File: config.mk
export PLATFORM = sky130hd
export DESIGN_NAME = ioirc_ctrl
export DESIGN_NICKNAME = d
export VERILOG_FILES = /design/src/sv/ioirc_pkg.sv /design/src/sv/ioirc_ctrl.sv
export SDC_FILE = /design/constraint.sdc
export NUM_CORES = 1
export LEC_CHECK = 0
export BUFFER_PORTS_ARGS = -buffer_cell sky130_fd_sc_hd__buf_4
export CORE_MARGIN = 2
export CORE_UTILIZATION = 45
export CTS_CLUSTER_DIAMETER = 100
export DETAILED_ROUTE_END_ITERATION = 16
export PLACE_DENSITY = 0.79
export SLEW_MARGIN = 40
export SYNTH_ARGS = -nofsm -noshare
export SYNTH_HDL_FRONTEND = slang
export SYNTH_SLANG_ARGS = --single-unit
File: constraint.sdc
create_clock -name clk -period 2.1 [get_ports clk]
set_input_delay 0.42 -clock clk [delete_from_list [all_inputs] [get_ports clk]]
set_output_delay 0.42 -clock clk [all_outputs]
set_load 0.03 [all_outputs]
File: src/sv/ioirc_pkg.sv
// Shared types and constants for the I/O interrupt redirection controller.
// No dependencies; imported by the top level, the controller and the datapath.
package ioirc_pkg;

	localparam int PIN_COUNT    = 48;
	localparam int VERSION_CODE = 33;

	// pin index width; the table lives as two 32-bit words per pin
	localparam int IDX_W     = (PIN_COUNT > 1) ? $clog2(PIN_COUNT) : 1;
	localparam int RAM_DEPTH = 2 * PIN_COUNT;
	localparam int RAM_AW    = $clog2(RAM_DEPTH);

	localparam logic [1:0] CMD_READ  = 2'd0;
	localparam logic [1:0] CMD_WRITE = 2'd1;
	localparam logic [1:0] CMD_PIN   = 2'd2;

	localparam logic [7:0] REG_SELECT = 8'h00;
	localparam logic [7:0] REG_WINDOW = 8'h10;
	localparam logic [7:0] REG_EOI    = 8'h40;

	localparam logic [31:0] SEL_VERSION = 32'h1;
	localparam logic [31:0] WIN_BASE    = 32'h10;

	// reset entry is 0x10000: mask set in the low word, high word zero
	localparam logic [31:0] RESET_LO = 32'h0001_0000;
	localparam logic [31:0] RESET_HI = 32'h0000_0000;

	localparam logic [31:0] VERSION_WORD =
		{8'h00, 8'(PIN_COUNT - 1), 8'h00, 8'(VERSION_CODE)};

	typedef struct packed {
		logic [1:0]  command;
		logic [7:0]  bus_address;
		logic [31:0] write_data;
		logic [5:0]  pin_number;
		logic        pin_level;
	} item_t;

	typedef struct packed {
		logic [31:0] read_data;
		logic        deliver_valid;
		logic [15:0] deliver_dest;
		logic [2:0]  deliver_mode;
		logic [7:0]  deliver_vector;
	} result_t;

	// controller -> datapath
	typedef struct packed {
		logic load_item;
		logic rd_sel;
		logic rd_ver;
		logic rd_ram;
		logic cap_read;
		logic wr_sel;
		logic wr_ram;
		logic load_match;
		logic eoi_clear;
		logic pin_update;
		logic pick_commit;
		logic cap_low;
		logic cap_high;
		logic load_out;
	} ctl_cmd_t;

	// datapath -> controller
	typedef struct packed {
		logic rd_sel;
		logic rd_ver;
		logic rd_ram;
		logic wr_sel;
		logic wr_ram;
		logic eoi;
		logic pin_act;
		logic eoi_hit;
		logic pick_any;
		logic out_free;
	} ctl_sts_t;

endpackage

File: src/sv/ioirc_ctrl.sv
// Controller state machine: sequences decode, table reads, EOI lookup and
// the delivery pick. Depends on ioirc_pkg.
module ioirc_ctrl (
	input  logic                clk,
	input  logic                arst_n,
	input  logic                item_valid,
	output logic                item_ready,
	input  ioirc_pkg::ctl_sts_t sts,
	output ioirc_pkg::ctl_cmd_t cmd
);
	import ioirc_pkg::*;

	typedef enum logic [7:0] {
		S_IDLE   = 8'b0000_0001,
		S_EXEC   = 8'b0000_0010,
		S_RDWAIT = 8'b0000_0100,
		S_EOI    = 8'b0000_1000,
		S_PICK   = 8'b0001_0000,
		S_PLO    = 8'b0010_0000,
		S_PHI    = 8'b0100_0000,
		S_DONE   = 8'b1000_0000
	} state_t;

	state_t state_q, state_d;

	assign item_ready = state_q == S_IDLE;

	always_comb begin
		cmd     = '0;
		state_d = state_q;
		unique case (state_q)
			S_IDLE: begin
				if (item_valid) begin
					cmd.load_item = 1'b1;
					state_d       = S_EXEC;
				end
			end
			S_EXEC: begin
				priority if (sts.rd_ram) begin
					cmd.rd_ram = 1'b1;
					state_d    = S_RDWAIT;
				end else if (sts.eoi) begin
					cmd.load_match = 1'b1;
					state_d        = S_EOI;
				end else if (sts.pin_act) begin
					cmd.pin_update = 1'b1;
					state_d        = S_PICK;
				end else begin
					cmd.rd_sel = sts.rd_sel;
					cmd.rd_ver = sts.rd_ver;
					cmd.wr_sel = sts.wr_sel;
					cmd.wr_ram = sts.wr_ram;
					state_d    = S_DONE;
				end
			end
			S_RDWAIT: begin
				cmd.cap_read = 1'b1;
				state_d      = S_DONE;
			end
			S_EOI: begin
				if (sts.eoi_hit) begin
					cmd.eoi_clear = 1'b1;
					state_d       = S_PICK;
				end else begin
					state_d = S_DONE;
				end
			end
			S_PICK: begin
				if (sts.pick_any) begin
					cmd.pick_commit = 1'b1;
					state_d         = S_PLO;
				end else begin
					state_d = S_DONE;
				end
			end
			S_PLO: begin
				cmd.cap_low = 1'b1;
				state_d     = S_PHI;
			end
			S_PHI: begin
				cmd.cap_high = 1'b1;
				state_d      = S_DONE;
			end
			S_DONE: begin
				if (sts.out_free) begin
					cmd.load_out = 1'b1;
					state_d      = S_IDLE;
				end
			end
			default: begin
				state_d = S_IDLE;
			end
		endcase
	end

	always_ff @(posedge clk or negedge arst_n) begin
		if (!arst_n) begin
			state_q <= S_IDLE;
		end else begin
			state_q <= state_d;
		end
	end

endmodule

==> flow_summary.ini, run 1 <==
[sta]
setup_viol = 0
finalHoldViolations = 0
holdWs_ns = 0.402
rsz0062_at_grt = true
slew_headroom = 0.795
final.period_utilization = 0.993
finalMaxSlewViolations = 0
setup_slack_ns = 0.0141
fmax_mhz = 479
fin_skew_ns = 0.00185
period_needed_ns = 2.09
max_slew.worst_pin.slew_ns = 0.306

[run_status]
status = finished clean

[layout]
final_nets = 121
final_area_um2 = 998
regMostFlops = state_q
fillCellCount = 93
diodes = 0
final_common_cell = buf_4
largest_reg_flops = 8
layout-drive-gt1-share = 0.542
final_cell_mix = 31 x buf_4, 8 x and2_1, 6 x nor2_1, 6 x buf_6
reg_top3 = state_q x8
area_growth_pct = 60.9

[worst_setup_path]
endpoint_kind = output pin
worstPathRequired_ns = 1.68
ff2ff_path_depth = 6
r2r_end = state_q[0]$_DFFE_PN1P_
cp.arrival_ns = 1.67
reg2reg_from = state_q[4]$_DFFE_PN0P_
cp_max_fo = 4
critPathLaunchType = flip-flop
reg2reg_slack_ns = 0.59
path_class = flip-flop to output pin

[route]
drt-initial-drc-count = 10
drt-total-wl_um = 1620
first_pass_iters = 4
viasPerCell = 5.30
postRouteAntennaNets = 0
vias = 647
wire_per_inst_um = 13.3
drc_errors = 0

[hold_path]
hold_depth = 2
min_from = sts[7]
min_to = state_q[3]$_DFFE_PN0P_
hp-class = input port to flip-flop

[global_routing]
grt_overflow_total = 0
grt_pass1_vias = 579
grt_pass1_wl_um = 2370
track_usage = 0.219
grt_max_degree = 9
antenna_found_initial = 0

[power_and_ir_drop]
p_leak_uw = 0.000506
pwr-share-comb = 0.556
clkPwrFrac = 0.153
cellPowerDensity_nw_per_um2 = 822
switching_share = 0.424
p_switching_uw = 348
intPower_uw = 473
ir_drop_mv = 0.506
seq_power_share = 0.291

[synth]
syn_avg_cell_area_um2 = 9.26
ys_seq_area_frac = 0.325
synth_cells = 67
ys_types = 33
synth_seq_cells = 8
synth_area_um2 = 621
ys_warn_count = 0
synth_nets = 80

[cts]
cts_buffers = 3
cts.sinks = 8
cts-root-buf = clkbuf_4
cts_tree = built
h-tree-depth = 1
clk_pin_slew_ns = 0.05
ctsLongestPathBuffers = 2
insertion_delay_ns = 0.25

[die]
core_area_um2 = 1300
die_w_um = 41.1
dieArea_um2 = 1690
die_h_um = 41.1
pin_count = 28
initial_core_util = 0.477
rows = 13

[placement]
gp_congestion = 0.727
place_area_um2 = 848
hpwl_um = 1180
portBuffers = 27
pre_cts_slack_ns = 0.201

[job]
drv_cap = 0
[cell type report]
cell class                      count  area [µm²]  share of cell area
Multi-Input combinational cell     53         424               0.425
Clock buffer                        4        26.3              0.0263
Tap cell                           15        18.8              0.0188
Sequential cell                     8         204               0.204
Timing Repair Buffer               38         310               0.311
Inverter                            4        15.0              0.0150
[worst max-delay path by stage]
stage                     slack [ns]                   start      end
after floorplan                 0.06  state_q[6]$_DFFE_PN0P_   cmd[6]
after global placement          0.25  state_q[4]$_DFFE_PN0P_  cmd[11]
after detailed placement        0.20  state_q[6]$_DFFE_PN0P_  cmd[11]
after CTS                     -0.005  state_q[4]$_DFFE_PN0P_  cmd[11]
after global routing           -0.11  state_q[4]$_DFFE_PN0P_  cmd[11]
final                           0.01  state_q[4]$_DFFE_PN0P_   cmd[4]
[synthesized netlist by cell type]
cell	count	share of area
nor3b_1	3	0.036
o22ai_1	1	0.010
and2_1	10	0.10
nand3_1	1	0.0081
a2bb2oi_1	1	0.014
and3b_1	1	0.014
o2111ai_1	1	0.014
o311a_1	1	0.016
a21o_1	1	0.012
nand4b_1	1	0.014
nor4b_2	1	0.024
nor3_4	1	0.026
nand2_1	1	0.0060
nor4_4	1	0.034
nor2_1	9	0.054
nor2b_1	1	0.010
nor4b_1	1	0.014
o21ai_1	1	0.0081
nor2_2	1	0.010
and3_1	5	0.050
or3_1	1	0.010
dfstp_2	1	0.042
xor2_1	2	0.028
nor4_2	1	0.020
dfrtp_1	7	0.28
inv_1	4	0.024
a211oi_1	1	0.012
buf_2	1	0.0081
o21ai_0	2	0.016
nand4_4	1	0.034
nand4_1	1	0.010
nor3_2	1	0.016
buf_6	1	0.018
[critical path: stages (launching register included)]
cell,delay [ns]
dfrtp_1,0.40
nor3_4,0.28
nand4_4,0.15
buf_4,0.17
nor3_4,0.11
and2_4,0.16
buf_6,0.12
[timing repair]
action                                  in CTS  in global routing
endpoints found under the setup margin       4                  7
pin swaps                                    2                  1
resized for setup                            7                 11
hold buffers                                 1                  0
endpoints found under the hold margin        7                  0
setup buffers                                5                  2
[layer usage]
layer	global-route usage	vias to the layer above	share of wire
met5	0	-	0
met4	0.0968	0	0.012
met3	0.0217	2	0.060
met2	0.414	26	0.52
met1	0.243	301	0.41
li1	-	318	-
[power groups by stage]
stage / combinational, µW / clock [µW] / sequential [µW]
2_1_floorplan: 269 / 0 / 229
3_3_place_gp: 395 / 0 / 238
3_5_place_dp: 404 / 0 / 241
4_1_cts: 424 / 125 / 239
5_1_grt: 497 / 137 / 242
6_report: 456 / 125 / 239
[metrics by stage]
stage | cells | total power (µW) | setup TNS [ns] | util
6_report | 122 | 821 | 0 | 0.767
5_1_grt | 122 | 876 | -0.483 | 0.767
3_5_place_dp | 110 | 645 | 0 | 0.652
3_3_place_gp | 110 | 634 | 0 | 0.652
4_1_cts | 120 | 788 | -0.00521 | 0.726
2_1_floorplan | 67 | 498 | 0 | -
[cell families after synthesis]
logic type	Yosys count	synth area share
AND/OR/NAND/NOR	42	0.494
AO/OA/AOI/OAI	9	0.103
flip-flops	8	0.325
buffers and inverters	6	0.0504
XOR/XNOR	2	0.0282
Note: power is estimated with default switching activity, not from simulation.
==> run 2: changes to the inputs <==
==> constraint.sdc (replaced) <==
create_clock -name clk -period 2.02 [get_ports clk]
set_input_delay 0.202 -clock clk [delete_from_list [all_inputs] [get_ports clk]]
set_output_delay 0.202 -clock clk [all_outputs]
set_load 0.03 [all_outputs]
==> run 2 against run 1 <==
Final cell count down 0.82%. Critical path depth down 1. Clock-buffer cell count unchanged. Wire length down 8.1%. Cell area down 3.8%.
==> flow_summary.ini, run 2 (same netlist as run 1, synthesis figures left out) <==
[run_status]
status = finished clean

[sta]
setup_viol = 0
final.period_utilization = 0.975
rsz0062_at_grt = true
max_slew.worst_pin.slew_ns = 0.432
finalHoldViolations = 0
fin_skew_ns = 0.00510
period_needed_ns = 1.97
finalMaxSlewViolations = 0
fmax_mhz = 508
slew_headroom = 0.712
tns_ns = 0

[worst_setup_path]
reg2reg_slack_ns = 0.51
path_class = flip-flop to output pin
r2r_end = state_q[7]$_DFFE_PN0P_
cp_max_fo = 5
reg2reg_from = state_q[4]$_DFFE_PN0P_
critPathLaunchType = flip-flop
cp.arrival_ns = 1.77
worstPathRequired_ns = 1.82
endpoint_kind = output pin
ff2ff_path_depth = 5

[layout]
layout-drive-gt1-share = 0.481
largest_reg_flops = 8
layoutNonFillerInstCount = 121
area_growth_pct = 54.8
diodes = 0
reg_top3 = state_q x8
final_nets = 120
final_core_util = 0.738
final_common_cell = buf_4
final_cell_mix = 32 x buf_4, 9 x and2_1, 9 x nor2_1, 5 x and3_1, 5 x dfrtp_1
regMostFlops = state_q
final_area_um2 = 961

[hold_path]
min_to = state_q[3]$_DFFE_PN0P_
hold_depth = 2
min_from = sts[7]
hp-class = input port to flip-flop

[global_routing]
grt_overflow_total = 0
grt_pass1_wl_um = 1980
track_usage = 0.180
antenna_found_initial = 0
grt_pass1_vias = 511
grt_max_degree = 10

[route]
postRouteAntennaNets = 0
wire_per_inst_um = 12.3
drt-initial-drc-count = 15
drc_errors = 0
drt-total-wl_um = 1490
vias = 628
first_pass_iters = 4
viasPerCell = 5.19

[cts]
insertion_delay_ns = 0.25
cts.sinks = 8
h-tree-depth = 1
cts_buffers = 3
cts_tree = built
ctsLongestPathBuffers = 2
clk_pin_slew_ns = 0.06
cts-root-buf = clkbuf_4

[placement]
place_inst = 108
gp_congestion = 0.717
place_area_um2 = 833
hpwl_um = 1130
portBuffers = 27

[power_and_ir_drop]
ir_drop_mv = 0.443
pwr-share-comb = 0.530
p_switching_uw = 342
cellPowerDensity_nw_per_um2 = 844
intPower_uw = 470
switching_share = 0.421
p_leak_uw = 0.000495
clkPwrFrac = 0.156
seq_power_share = 0.314

[die]
dieArea_um2 = 1690
die_h_um = 41.1
core_area_um2 = 1300
die_w_um = 41.1
pin_count = 28
rows = 13
initial_core_util = 0.477

[job]
drv_cap = 0
## run 2: worst max-delay path, stage by stage (launching register included)
cell,delay (ns)
dfrtp_1,0.41
nor3_4,0.26
nand4_4,0.15
nor4_4,0.36
and2_1,0.20
buf_6,0.13
## run 2: worst max path at each step
stage                            from  endpoint  slack [ns]
2_1_floorplan  state_q[6]$_DFFE_PN0P_    cmd[6]        0.20
3_3_place_gp   state_q[6]$_DFFE_PN0P_   cmd[12]        0.37
3_5_place_dp   state_q[6]$_DFFE_PN0P_   cmd[12]        0.32
4_1_cts        state_q[6]$_DFFE_PN0P_   cmd[12]        0.04
5_1_grt        state_q[6]$_DFFE_PN0P_   cmd[11]       -0.06
6_report       state_q[4]$_DFFE_PN0P_   cmd[11]        0.05
## run 2: layout make-up
type	count	area, µm²
Tap cell	15	18.8
Fill cell	104	340
Inverter	4	15.0
Sequential cell	8	204
Multi-Input combinational cell	53	402
Clock buffer	4	26.3
Timing Repair Buffer	37	295
## run 2: metal layers
metal	global-route usage	vias to the layer above	wire (µm)
met3	0.0217	0	84
met2	0.316	20	775
li1	-	321	-
met1	0.209	287	631
met4	0.0968	0	0
met5	0	-	0
## run 2: power by group through the flow
stage / registers [µW] / clock network, µW / logic [µW]
final: 255 / 126 / 430
after global placement: 252 / 0 / 399
after detailed placement: 254 / 0 / 404
after floorplan: 238 / 0 / 280
after CTS: 250 / 133 / 407
after global routing: 260 / 141 / 469
## run 2: stage by stage
stage / setup slack (ns) / hold slack, ns / power, µW
4_1_cts: 0.0412 / 0.170 / 790
2_1_floorplan: 0.201 / -0.0936 / 518
6_report: 0.0502 / 0.173 / 811
3_5_place_dp: 0.320 / 0.0230 / 658
5_1_grt: -0.0590 / 0.167 / 870
3_3_place_gp: 0.367 / 0.0204 / 651
## run 2: repair_timing
| item | in CTS | in global routing |
|---|---|---|
| setup endpoints to repair | 0 | 4 |
| hold endpoints to repair | 8 | 0 |
| buffers inserted | 0 | 8 |
| resized for setup | 0 | 9 |
| hold buffers | 1 | 0 |
==> run 3: changes to the inputs <==
==> constraint.sdc (replaced) <==
create_clock -name clk -period 2.02 [get_ports clk]
set_input_delay 0.303 -clock clk [delete_from_list [all_inputs] [get_ports clk]]
set_output_delay 0.303 -clock clk [all_outputs]
set_load 0.03 [all_outputs]
==> run 3 against run 2 <==
Register-to-register slack is essentially flat. Largest cell class unchanged. Die area is the same. Non-clock buffer count grew 2. Critical path type unchanged. Wire length grew 13%. Highest routed layer unchanged. Clock power is essentially flat. Total power grew 6.3%.
==> flow_summary.ini, run 3 (same netlist as run 1, synthesis figures left out) <==
[layout]
final_cell_mix = 34 x buf_4, 10 x and2_1, 7 x nor2_1, 5 x dfrtp_1
final_common_cell = buf_4
largest_reg_flops = 8
reg_top3 = state_q x8
regMostFlops = state_q
layout-drive-gt1-share = 0.509
layoutNonFillerInstCount = 123
diodes = 0
area_growth_pct = 58.3
final_nets = 122

[worst_setup_path]
reg2reg_slack_ns = 0.51
reg2reg_from = state_q[4]$_DFFE_PN0P_
cp-startpoint = state_q[6]$_DFFE_PN0P_
r2r_end = state_q[0]$_DFFE_PN1P_
cp-endpoint = cmd[13]
endpoint_kind = output pin
path_class = flip-flop to output pin
critPathLaunchType = flip-flop
cp_max_fo = 8
ff2ff_path_depth = 6
cp.arrival_ns = 1.71
worstPathRequired_ns = 1.72

[sta]
fin_skew_ns = 0.00400
finalHoldViolations = 0
fmax_mhz = 498
slew_headroom = 0.649
final.period_utilization = 0.995
finalMaxSlewViolations = 0
period_needed_ns = 2.01
rsz0062_at_grt = true
holdWs_ns = 0.276
max_slew.worst_pin.slew_ns = 0.519
setup_viol = 0

[job]
drv_cap = 0

[route]
wire_per_inst_um = 13.7
drt-initial-drc-count = 9
vias = 648
drc_errors = 0
postRouteAntennaNets = 0
first_pass_iters = 4
drt-total-wl_um = 1690
viasPerCell = 5.27

[die]
initial_core_util = 0.477
die_w_um = 41.1
pin_count = 28
dieArea_um2 = 1690
rows = 13
die_h_um = 41.1
core_area_um2 = 1300

[cts]
cts-root-buf = clkbuf_4
cts.sinks = 8
ctsLongestPathBuffers = 2
insertion_delay_ns = 0.25
clk_pin_slew_ns = 0.06
cts_buffers = 3
h-tree-depth = 1
cts_tree = built

[global_routing]
grt_pass1_wl_um = 2280
grt_max_degree = 9
antenna_found_initial = 0
track_usage = 0.208
grt_overflow_total = 0
grt_pass1_vias = 571

[power_and_ir_drop]
intPower_uw = 499
seq_power_share = 0.292
pwr-share-comb = 0.559
clkPwrFrac = 0.149
cellPowerDensity_nw_per_um2 = 878
p_switching_uw = 364
p_leak_uw = 0.000500
ir_drop_mv = 0.608
switching_share = 0.422

[hold_path]
hp-class = input port to flip-flop

[placement]
place_inst = 110
gp_congestion = 0.727
portBuffers = 27
hpwl_um = 1180

[run_status]
status = finished clean
[run 3: changes by cell type in the layout (fill, tap and decap cells not counted), sizes merged]
cell  delta
buf      +2
[run 3: cell type report]
class / count / area, µm²
repair buffers: 39 / 310
inverters: 4 / 15.0
fillers: 96 / 319
multi-input cells: 53 / 408
well taps: 15 / 18.8
flip-flops and latches: 8 / 204
clock buffers: 4 / 26.3
[run 3: power by group through the flow]
stage / Combinational [µW] / Sequential, µW / Clock [µW]
after global placement: 411 / 248 / 0
after floorplan: 280 / 238 / 0
after detailed placement: 420 / 250 / 0
after CTS: 438 / 249 / 130
after global routing: 519 / 254 / 143
final: 483 / 252 / 128
[run 3: worst min path at each step]
stage,end,slack [ns],cells past startpoint,startpoint
2_1_floorplan,state_q[1]$_DFFE_PN0P_,0.007,0,arst_n
3_3_place_gp,state_q[5]$_DFFE_PN0P_,0.12,1,arst_n
3_5_place_dp,state_q[6]$_DFFE_PN0P_,0.12,1,arst_n
4_1_cts,state_q[3]$_DFFE_PN0P_,0.27,2,sts[7]
5_1_grt,state_q[3]$_DFFE_PN0P_,0.27,2,sts[7]
6_report,state_q[3]$_DFFE_PN0P_,0.28,2,sts[7]
[run 3: routing by layer]
layer,part of all wire,vias to the layer above,global-route usage
met1,0.43,305,0.248
li1,-,319,-
met2,0.52,24,0.371
met4,0,0,0.0968
met3,0.051,0,0.0163
met5,0,-,0
[run 3: critical path, cell delays in order, from the launching register on]
cell	delay [ns]
dfrtp_2	0.47
nor3_4	0.22
buf_4	0.16
and2_1	0.15
and3_4	0.19
and2_1	0.12
buf_4	0.15
[run 3: per-stage QoR]
step,power [µW],setup TNS (ns),cell area (µm²),setup WS (ns),utilization
final,863,0,982,0.0111,0.755
after detailed placement,670,0,848,0.238,0.652
after global routing,917,-0.292,982,-0.102,0.755
after CTS,817,0,915,0.00446,0.703
after global placement,659,0,848,0.284,0.652
after floorplan,518,0,621,0.0995,-
[run 3: repair_timing]
item,CTS,global route
gates resized for setup,3,8
endpoints found under the setup margin,4,5
buffers inserted,3,5
pin swaps,0,1
hold buffers,1,0
hold endpoints to repair,7,0
